### src/i2cmw_pkg.sv
package i2cmw_pkg;

  // Job codes that travel from the front to the back
  localparam logic [2:0] OP_BYTE       = 3'd0;
  localparam logic [2:0] OP_NACK       = 3'd1;
  localparam logic [2:0] OP_ACK_CONT   = 3'd2;
  localparam logic [2:0] OP_ACK_HOLD   = 3'd3;
  localparam logic [2:0] OP_ACK_STOP   = 3'd4;
  localparam logic [2:0] OP_EMPTY_KEEP = 3'd5;
  localparam logic [2:0] OP_EMPTY_STOP = 3'd6;

  // Input item kinds
  localparam logic [1:0] KIND_BYTE  = 2'd0;
  localparam logic [1:0] KIND_ACK   = 2'd1;
  localparam logic [1:0] KIND_EMPTY = 2'd2;

  // Pin action indexes inside a byte job
  localparam logic [4:0] STEP_BITS_FIRST = 5'd2;
  localparam logic [4:0] STEP_BITS_LAST  = 5'd25;
  localparam logic [4:0] STEP_BYTE_LAST  = 5'd27;
  localparam logic [1:0] PHASE_LAST      = 2'd2;

  typedef struct packed {
    logic [2:0] op;
    logic       start;
    logic       scl0;
    logic [7:0] data;
  } job_t;

endpackage

### src/i2cmw_front.sv
module i2cmw_front (
  input  logic              clk,
  input  logic              rst,
  input  logic              accept,
  input  logic [1:0]        kind,
  input  logic [7:0]        data_byte,
  input  logic              last_byte,
  input  logic              keep_bus,
  input  logic              sda_sample,
  output logic              push,
  output i2cmw_pkg::job_t   job
);

  logic transaction_open, transaction_open_next;
  logic awaiting_ack, awaiting_ack_next;
  logic pending_last, pending_last_next;
  logic pending_keep_bus, pending_keep_bus_next;
  logic job_valid;

  // Classify the item and update the message state
  always_comb begin
    transaction_open_next = transaction_open;
    awaiting_ack_next     = awaiting_ack;
    pending_last_next     = pending_last;
    pending_keep_bus_next = pending_keep_bus;
    job_valid             = 1'b0;
    job.op                = i2cmw_pkg::OP_BYTE;
    job.start             = 1'b0;
    job.scl0              = ~transaction_open;
    job.data              = data_byte;
    unique case (kind)
      i2cmw_pkg::KIND_BYTE: begin
        if (!awaiting_ack) begin
          job_valid             = 1'b1;
          job.start             = ~transaction_open | pending_last;
          transaction_open_next = 1'b1;
          awaiting_ack_next     = 1'b1;
          pending_last_next     = last_byte;
          pending_keep_bus_next = keep_bus;
        end
      end
      i2cmw_pkg::KIND_ACK: begin
        if (awaiting_ack) begin
          job_valid         = 1'b1;
          awaiting_ack_next = 1'b0;
          if (sda_sample) begin
            job.op                = i2cmw_pkg::OP_NACK;
            transaction_open_next = 1'b0;
            pending_last_next     = 1'b0;
            pending_keep_bus_next = 1'b0;
          end else if (!pending_last) begin
            job.op = i2cmw_pkg::OP_ACK_CONT;
          end else if (pending_keep_bus) begin
            job.op = i2cmw_pkg::OP_ACK_HOLD;
          end else begin
            job.op                = i2cmw_pkg::OP_ACK_STOP;
            transaction_open_next = 1'b0;
            pending_last_next     = 1'b0;
            pending_keep_bus_next = 1'b0;
          end
        end
      end
      i2cmw_pkg::KIND_EMPTY: begin
        if (!awaiting_ack) begin
          job_valid = 1'b1;
          job.start = 1'b1;
          if (keep_bus) begin
            job.op                = i2cmw_pkg::OP_EMPTY_KEEP;
            transaction_open_next = 1'b1;
            pending_last_next     = 1'b1;
            pending_keep_bus_next = 1'b1;
          end else begin
            job.op                = i2cmw_pkg::OP_EMPTY_STOP;
            transaction_open_next = 1'b0;
            pending_last_next     = 1'b0;
            pending_keep_bus_next = 1'b0;
          end
        end
      end
      default: begin
        job_valid = 1'b0;
      end
    endcase
  end

  assign push = accept & job_valid;

  // Commit state only on accepted items
  always_ff @(posedge clk) begin
    if (rst) begin
      transaction_open <= 1'b0;
      awaiting_ack     <= 1'b0;
      pending_last     <= 1'b0;
      pending_keep_bus <= 1'b0;
    end else if (accept) begin
      transaction_open <= transaction_open_next;
      awaiting_ack     <= awaiting_ack_next;
      pending_last     <= pending_last_next;
      pending_keep_bus <= pending_keep_bus_next;
    end
  end

  a_ack_needs_open: assert property (@(posedge clk) disable iff (rst)
    awaiting_ack |-> transaction_open)
    else $error("acknowledge awaited with no open transaction");

  a_ignored_keeps_state: assert property (@(posedge clk) disable iff (rst)
    (accept && !push) |=> $stable(awaiting_ack) && $stable(transaction_open))
    else $error("ignored item changed message state");

endmodule

### src/i2cmw_fifo.sv
module i2cmw_fifo #(
  parameter int DEPTH = 4
) (
  input  logic              clk,
  input  logic              rst,
  input  logic              push,
  input  i2cmw_pkg::job_t   push_job,
  input  logic              pop,
  output logic              head_valid,
  output i2cmw_pkg::job_t   head_job,
  output logic              full
);

  localparam int PW = (DEPTH > 1) ? $clog2(DEPTH) : 1;
  localparam int CW = $clog2(DEPTH + 1);

  i2cmw_pkg::job_t entries [DEPTH];
  logic [PW-1:0]   wptr;
  logic [PW-1:0]   rptr;
  logic [CW-1:0]   count;
  logic            do_push;
  logic            do_pop;

  assign full       = (count == CW'(DEPTH));
  assign head_valid = (count != '0);
  assign head_job   = entries[rptr];
  assign do_push    = push & ~full;
  assign do_pop     = pop & head_valid;

  // Store the job at the write pointer
  always_ff @(posedge clk) begin
    if (do_push) begin
      entries[wptr] <= push_job;
    end
  end

  // Advance pointers and occupancy
  always_ff @(posedge clk) begin
    if (rst) begin
      wptr  <= '0;
      rptr  <= '0;
      count <= '0;
    end else begin
      if (do_push) begin
        wptr <= (wptr == PW'(DEPTH - 1)) ? '0 : wptr + 1'b1;
      end
      if (do_pop) begin
        rptr <= (rptr == PW'(DEPTH - 1)) ? '0 : rptr + 1'b1;
      end
      if (do_push && !do_pop) begin
        count <= count + 1'b1;
      end else if (!do_push && do_pop) begin
        count <= count - 1'b1;
      end
    end
  end

  a_no_push_when_full: assert property (@(posedge clk) disable iff (rst)
    full |-> !push)
    else $error("job pushed into a full queue");

  a_count_bound: assert property (@(posedge clk) disable iff (rst)
    count <= CW'(DEPTH))
    else $error("queue occupancy out of range");

endmodule

### src/i2cmw_back.sv
module i2cmw_back (
  input  logic              clk,
  input  logic              rst,
  input  logic              head_valid,
  input  i2cmw_pkg::job_t   head_job,
  output logic              pop,
  output logic              out_valid,
  input  logic              out_stall,
  output logic              scl_level,
  output logic              sda_level,
  output logic              done_res,
  output logic              nack,
  output logic              last_of_run
);

  logic [4:0] step;
  logic [4:0] eff;
  logic [2:0] bit_idx;
  logic [1:0] phase;
  logic       load;
  logic       act_scl, act_sda, act_done, act_nack, act_last;
  logic       cur_bit;
  logic       in_bits;

  // Skip the start actions of a byte that continues a message
  assign eff = (head_job.op == i2cmw_pkg::OP_BYTE && !head_job.start) ?
               step + i2cmw_pkg::STEP_BITS_FIRST : step;
  assign in_bits = (eff >= i2cmw_pkg::STEP_BITS_FIRST) &&
                   (eff <= i2cmw_pkg::STEP_BITS_LAST);
  assign cur_bit = head_job.data[3'd7 - bit_idx];
  assign load    = ~out_valid | ~out_stall;
  assign pop     = head_valid & load & act_last;

  // Decode the pin action for the current step
  always_comb begin
    act_scl  = 1'b1;
    act_sda  = 1'b1;
    act_done = 1'b0;
    act_nack = 1'b0;
    act_last = 1'b0;
    unique case (head_job.op)
      i2cmw_pkg::OP_BYTE: begin
        if (eff == 5'd0) begin
          act_scl = head_job.scl0;
          act_sda = 1'b0;
        end else if (eff == 5'd1) begin
          act_scl = 1'b0;
          act_sda = 1'b0;
        end else if (in_bits) begin
          act_scl = (phase == 2'd1);
          act_sda = cur_bit;
        end else begin
          act_scl  = (eff == i2cmw_pkg::STEP_BYTE_LAST);
          act_sda  = 1'b1;
          act_last = (eff == i2cmw_pkg::STEP_BYTE_LAST);
        end
      end
      i2cmw_pkg::OP_NACK: begin
        act_done = (eff == 5'd1);
        act_nack = (eff == 5'd1);
        act_last = (eff == 5'd1);
      end
      i2cmw_pkg::OP_ACK_CONT, i2cmw_pkg::OP_ACK_HOLD: begin
        act_scl  = (eff == 5'd0);
        act_sda  = 1'b0;
        act_done = (eff == 5'd1) && (head_job.op == i2cmw_pkg::OP_ACK_HOLD);
        act_last = (eff == 5'd1);
      end
      i2cmw_pkg::OP_ACK_STOP: begin
        act_scl  = (eff != 5'd1);
        act_sda  = (eff == 5'd3);
        act_done = (eff == 5'd3);
        act_last = (eff == 5'd3);
      end
      i2cmw_pkg::OP_EMPTY_KEEP: begin
        act_scl  = (eff == 5'd0) ? head_job.scl0 : 1'b0;
        act_sda  = 1'b0;
        act_done = (eff == 5'd1);
        act_last = (eff == 5'd1);
      end
      i2cmw_pkg::OP_EMPTY_STOP: begin
        act_scl  = (eff == 5'd0) ? head_job.scl0 : (eff != 5'd1);
        act_sda  = (eff == 5'd3);
        act_done = (eff == 5'd3);
        act_last = (eff == 5'd3);
      end
      default: begin
        act_last = 1'b1;
      end
    endcase
  end

  // Advance the step, bit and phase counters
  always_ff @(posedge clk) begin
    if (rst) begin
      step    <= '0;
      bit_idx <= '0;
      phase   <= '0;
    end else if (head_valid && load) begin
      if (act_last) begin
        step    <= '0;
        bit_idx <= '0;
        phase   <= '0;
      end else begin
        step <= step + 1'b1;
        if (in_bits) begin
          if (phase == i2cmw_pkg::PHASE_LAST) begin
            phase   <= '0;
            bit_idx <= bit_idx + 1'b1;
          end else begin
            phase <= phase + 1'b1;
          end
        end
      end
    end
  end

  // Hold the result until the consumer takes it
  always_ff @(posedge clk) begin
    if (rst) begin
      out_valid <= 1'b0;
    end else if (load) begin
      out_valid <= head_valid;
    end
  end

  always_ff @(posedge clk) begin
    if (load && head_valid) begin
      scl_level   <= act_scl;
      sda_level   <= act_sda;
      done_res    <= act_done;
      nack        <= act_nack;
      last_of_run <= act_last;
    end
  end

  a_done_ends_run: assert property (@(posedge clk) disable iff (rst)
    (out_valid && done_res) |-> last_of_run)
    else $error("status reported before the end of a run");

  a_nack_released: assert property (@(posedge clk) disable iff (rst)
    (out_valid && nack) |-> (done_res && scl_level && sda_level))
    else $error("nack reported with a line held low");

endmodule

### src/i2c_master_write_sequencer_core.sv
// The first pin action of an item passes through the job queue and then the output register
// before it is shown, when both are empty at the time the item is accepted.
// One pin action is shown per cycle while out_stall is low and a job is queued;
// an ignored item gives no job to the back end.
// The front accepts an item every cycle while the job queue (DEPTH entries) has room.
// Reset (rst, synchronous): no transaction open, queue and output emptied.
module i2c_master_write_sequencer_core #(
  parameter int DEPTH = 4
) (
  input  logic       clk,
  input  logic       rst,
  input  logic       in_valid,
  output logic       in_stall,
  input  logic [1:0] kind,
  input  logic [7:0] data_byte,
  input  logic       last_byte,
  input  logic       keep_bus,
  input  logic       sda_sample,
  output logic       out_valid,
  input  logic       out_stall,
  output logic       scl_level,
  output logic       sda_level,
  output logic       done_res,
  output logic       nack,
  output logic       last_of_run
);

  i2cmw_pkg::job_t push_job;
  i2cmw_pkg::job_t head_job;
  logic            push;
  logic            pop;
  logic            head_valid;
  logic            full;

  assign in_stall = full;

  i2cmw_front u_front (
    .clk        (clk),
    .rst        (rst),
    .accept     (in_valid & ~in_stall),
    .kind       (kind),
    .data_byte  (data_byte),
    .last_byte  (last_byte),
    .keep_bus   (keep_bus),
    .sda_sample (sda_sample),
    .push       (push),
    .job        (push_job)
  );

  i2cmw_fifo #(
    .DEPTH (DEPTH)
  ) u_fifo (
    .clk        (clk),
    .rst        (rst),
    .push       (push),
    .push_job   (push_job),
    .pop        (pop),
    .head_valid (head_valid),
    .head_job   (head_job),
    .full       (full)
  );

  i2cmw_back u_back (
    .clk         (clk),
    .rst         (rst),
    .head_valid  (head_valid),
    .head_job    (head_job),
    .pop         (pop),
    .out_valid   (out_valid),
    .out_stall   (out_stall),
    .scl_level   (scl_level),
    .sda_level   (sda_level),
    .done_res    (done_res),
    .nack        (nack),
    .last_of_run (last_of_run)
  );

endmodule
### config.mk
export PLATFORM = sky130hd
export DESIGN_NAME = i2c_master_write_sequencer_core
export DESIGN_NICKNAME = d
export VERILOG_FILES = /design/src/i2cmw_pkg.sv /design/src/i2cmw_front.sv /design/src/i2cmw_fifo.sv /design/src/i2cmw_back.sv /design/src/i2c_master_write_sequencer_core.sv
export SDC_FILE = /design/constraint.sdc
export NUM_CORES = 1
export LEC_CHECK = 0
export ABC_CLOCK_PERIOD_IN_PS = 3500
export BUFFER_PORTS_ARGS = -buffer_cell sky130_fd_sc_hd__buf_2
export CAP_MARGIN = 25
export CORE_UTILIZATION = 55
export DETAILED_ROUTE_END_ITERATION = 12
export PLACE_DENSITY = 0.81
export SLEW_MARGIN = 30
export SYNTH_ARGS = -nofsm -noshare
export SYNTH_HDL_FRONTEND = slang
export SYNTH_SLANG_ARGS = --single-unit
### constraint.sdc
create_clock -name clk -period 3.5 [get_ports clk]
set_input_delay 0.175 -clock clk [delete_from_list [all_inputs] [get_ports clk]]
set_output_delay 0.175 -clock clk [all_outputs]
set_load 0.03 [all_outputs]
==> out/summary.txt <==
area taken by flip-flops and latches - 2197 um^2
biggest fanout along the worst timing path - 5
setup repair after global routing missed its margin - no
Remaining Overflow, GRT - 0
gp weighted congestion - 0.9142
Critical Path End - u_fifo.count[2]
Leak Pwr - 1.632 nW
delay of the slowest critical-path stage - 0.55 ns
cts bufs inserted - 9
number of antenna diodes - 0
count of distinct cell types in the synthesized netlist - 58
number of design rule violations left after detail routing - 0
critical-path cell list - mux4_2 > nor2_8 > o2111ai_4 > xnor2_4 > a32o_2 > nor3_4 > nor2_2 > inv_2 > ha_4 > inv_1 > fa_2 > xor2_1 > or3_1 > a21oi_1
Final Max Tran Viols - 0
critical setup path kind - register to register
Reg-to-Reg Start - u_fifo.entries[0][11]
DPL Wire Length - 5071 um
Bufs and invs on worst path - 2
cells after synthesis - 318
area share of the largest cell type after synthesis - 42.72%
H-tree depth - 3
count of endpoints failing hold in the final timing report - 0
crit end category - register
average vias per placed instance - 5.834
Sinks on Clock Net - 81
netlist area before placement - 4006 um^2
row count - 30
routed wire length - 7355 um
1st-pass router iterations - 4
initial detailed-routing violation count - 176
antenna violation net count after detailed routing - 0
Layout fillers - 506
leading area contributor after synthesis - edfxtp_1
number of storage elements in the synthesis netlist - 81
total instance count after detailed placement - 434
sequential group share of total power - 45.6%
Max-slew headroom - 54.78%
number of buffers on the longest clock path - 2
Area growth syn-to-layout - 14.12%
YS warnings - 0
average detailed-routed wire length per instance - 16.09 um
clock network fraction of design power - 25.5%
floorplan core area - 6907 um^2
worst hold slack after final layout - 0.03082 ns
quantity of I/O buffers inserted on ports - 23
insertion delay to the later sink of the worst-skew pair - 0.36 ns
flop-to-flop setup slack - 0.19 ns
result of the run - completed
end-of-flow core utilization - 66.20%
post-synthesis sequential area ratio - 54.72%
number of enable flip-flop cells after synthesis - 57
internal power consumption - 1.733 mW
switching portion of total power - 34.74%
Final Cycle Share - 94.51%
setup slack after layout - 0.1921 ns
Power, Total - 2.656 mW
pin count of the biggest net entering global routing - 24
path category of the worst min-delay check - input pin to register
setup-violating endpoint count in the final report - 0
fraction of registers with async set or reset after synthesis - 0%
Final TNS setup - 0 ns
most frequently used flop master after synthesis - edfxtp_1
cell type group with the largest total delay on the critical path - simple AND/OR/NAND/NOR gates
depth of the critical timing path with buffers and inverters included - 14
required time at the worst-slack endpoint - 3.79 ns
antenna violations before repair - 0
Slew @ Worst Pin - 0.6783 ns
non-filler instance count after layout - 457
CTS tree - done
DIE WIDTH - 87.35 um
peak clock frequency supported by timing - 302.3 MHz
via count of the first global-routing pass - 2,466
global router's overall resource usage - 21.56%
final critical-path required period - 3.308 ns
Setup WS pre-CTS - 0.04829 ns
first-pass GRT wire length - 12,040 um
total power divided by cell area - 581.0 nW/um^2
boundary pin count - 24
worst clock skew on the final layout - 0.008658 ns
clock-pin slew on the worst setup and hold paths - 0.10 ns
net count of the mapped netlist - 349
depth of the most critical reg-to-reg path - 14
vertical die dimension - 87.35 um
initial core utilization - 58.01%
master cell of the clock root buffer - clkbuf_8
Final Cell Area - 4572 um^2
worst r2r dst - u_fifo.count[2]
proportion of power drawn by combinational gates - 28.9%
Net count, final - 387
worst supply voltage drop on vdd - 0.3473 mV
fraction of layout cells with a size suffix above 1 - 26.32%
CP startpoint kind - register
Post-Synthesis Mean Instance Area - 12.60 um^2
Critical Path Slowest Stage Cell - mux4_2
total area of multi-input combinational cells - 1718 um^2
CP Data Arrival Time - 3.60 ns
Post-Place Cell Area - 4282 um^2
top post-synthesis cells by area - edfxtp_1 (43%), dfxtp_1 (12%), mux4_2 (7.3%)
Sw Pwr - 0.9228 mW
Critical Path Start - u_fifo.entries[0][11]
routed via count - 2,666
count of max-cap constraint violations - 0
die area - 7629 um^2
==> synthesized netlist by cell type, drive strengths merged (2+ instances only) <==
cell,count
ha,13
xor2,2
o2111ai,2
buf,8
inv,13
nor2,27
edfxtp,57
a211oi,2
nor4b,2
mux4,13
mux2i,11
nor3b,2
nor2b,7
nand4,3
nand2,20
and2,5
nand2b,4
nor4,4
nor3,4
clkbuf,8
or4,4
xnor2,3
o211ai,2
a21oi,20
a21o,2
mux2,7
a32o,2
o21ai,9
dfxtp,24
nand3,13
a31oi,4
or3,6
==> worst min path at each step <==
| stage | startpoint | to | slack (ns) | cells past startpoint |
|---|---|---|---|---|
| 2_1_floorplan | data_byte[0] | u_fifo.entries[0][0] | 0.27 | 0 |
| 3_3_place_gp | data_byte[1] | u_fifo.entries[2][1] | 0.39 | 1 |
| 3_5_place_dp | data_byte[6] | u_fifo.entries[2][6] | 0.40 | 1 |
| 4_1_cts | data_byte[6] | u_fifo.entries[0][6] | 0.005 | 1 |
| 5_1_grt | data_byte[5] | u_fifo.entries[1][5] | 0.007 | 1 |
| 6_report | data_byte[5] | u_fifo.entries[1][5] | 0.03 | 1 |
==> sequential cells by signal, indices dropped and copies added, names as in the netlist, named ones only <==
signal and flops:
u_back.bit_idx 3, u_back.done_res 1, u_back.last_of_run 1, u_back.nack 1, u_back.out_valid 1, u_back.phase 2, u_back.scl_level 1, u_back.sda_level 1
u_back.step 5, u_fifo.count 3, u_fifo.entries 52, u_fifo.rptr 2, u_fifo.wptr 2, u_front.awaiting_ack 1, u_front.pending_keep_bus 1, u_front.pending_last 1
u_front.transaction_open 1
==> power by group through the flow <==
stage                     clock network (mW)  registers, mW  logic (mW)
after CTS                              0.692           1.21       0.736
final                                  0.677           1.21       0.769
after global placement                     0           1.23       0.716
after detailed placement                   0           1.23       0.734
after global routing                   0.730           1.23       0.850
after floorplan                            0           1.28       0.510
==> area by class of cell <==
class	instances	share of cell area, %
Inverter	13	1.122
Sequential cell	81	48.06
Tap cell	96	2.627
Clock buffer	9	2.709
Clock inverter	7	1.724
Multi-Input combinational cell	208	37.58
Timing Repair Buffer	43	6.185
==> cells by family after synthesis <==
family,synth area share (%)
simple gates,14.18
flops,54.72
compound gates,9.026
mux,12.02
buf+inv,3.467
fa+ha+maj,4.560
xor+xnor,2.030
==> timing repair <==
action	in CTS	in global routing
hold buffers	0	2
resized for setup	0	5
endpoints found under the hold margin	0	8
endpoints found under the setup margin	0	3
buffers inserted	0	5
==> cell usage in the layout (no fill, tap or decap), types with 9 or more instances in the layout <==
| cell | instances |
|---|---|
| edfxtp_1 | 57 |
| nor2_1 | 25 |
| buf_2 | 23 |
| dfxtp_1 | 22 |
| a21oi_1 | 20 |
| nand2_1 | 20 |
| buf_4 | 17 |
| nand3_1 | 13 |
| mux4_2 | 13 |
| ha_1 | 12 |
| inv_1 | 11 |
| mux2i_1 | 10 |
| clkbuf_8 | 9 |
==> worst reg2reg max path: stages (launching register included) <==
cell and delay, ns:
edfxtp_1 0.42, mux4_2 0.55, nor2_8 0.18, o2111ai_4 0.15, xnor2_4 0.18, a32o_2 0.30
nor3_4 0.18, nor2_2 0.07, inv_2 0.11, ha_4 0.14, inv_1 0.05, fa_2 0.33
xor2_1 0.15, or3_1 0.30, a21oi_1 0.13
==> metal layers <==
metal  up-vias  wire (um)  track usage [%]
met2        86       3644            34.30
met1      1285       3164            28.36
met3        11        425            6.635
li1       1284          -                -
met5         -          0                0
met4         0        120            6.855
Note: power is estimated with default switching activity, not from simulation.
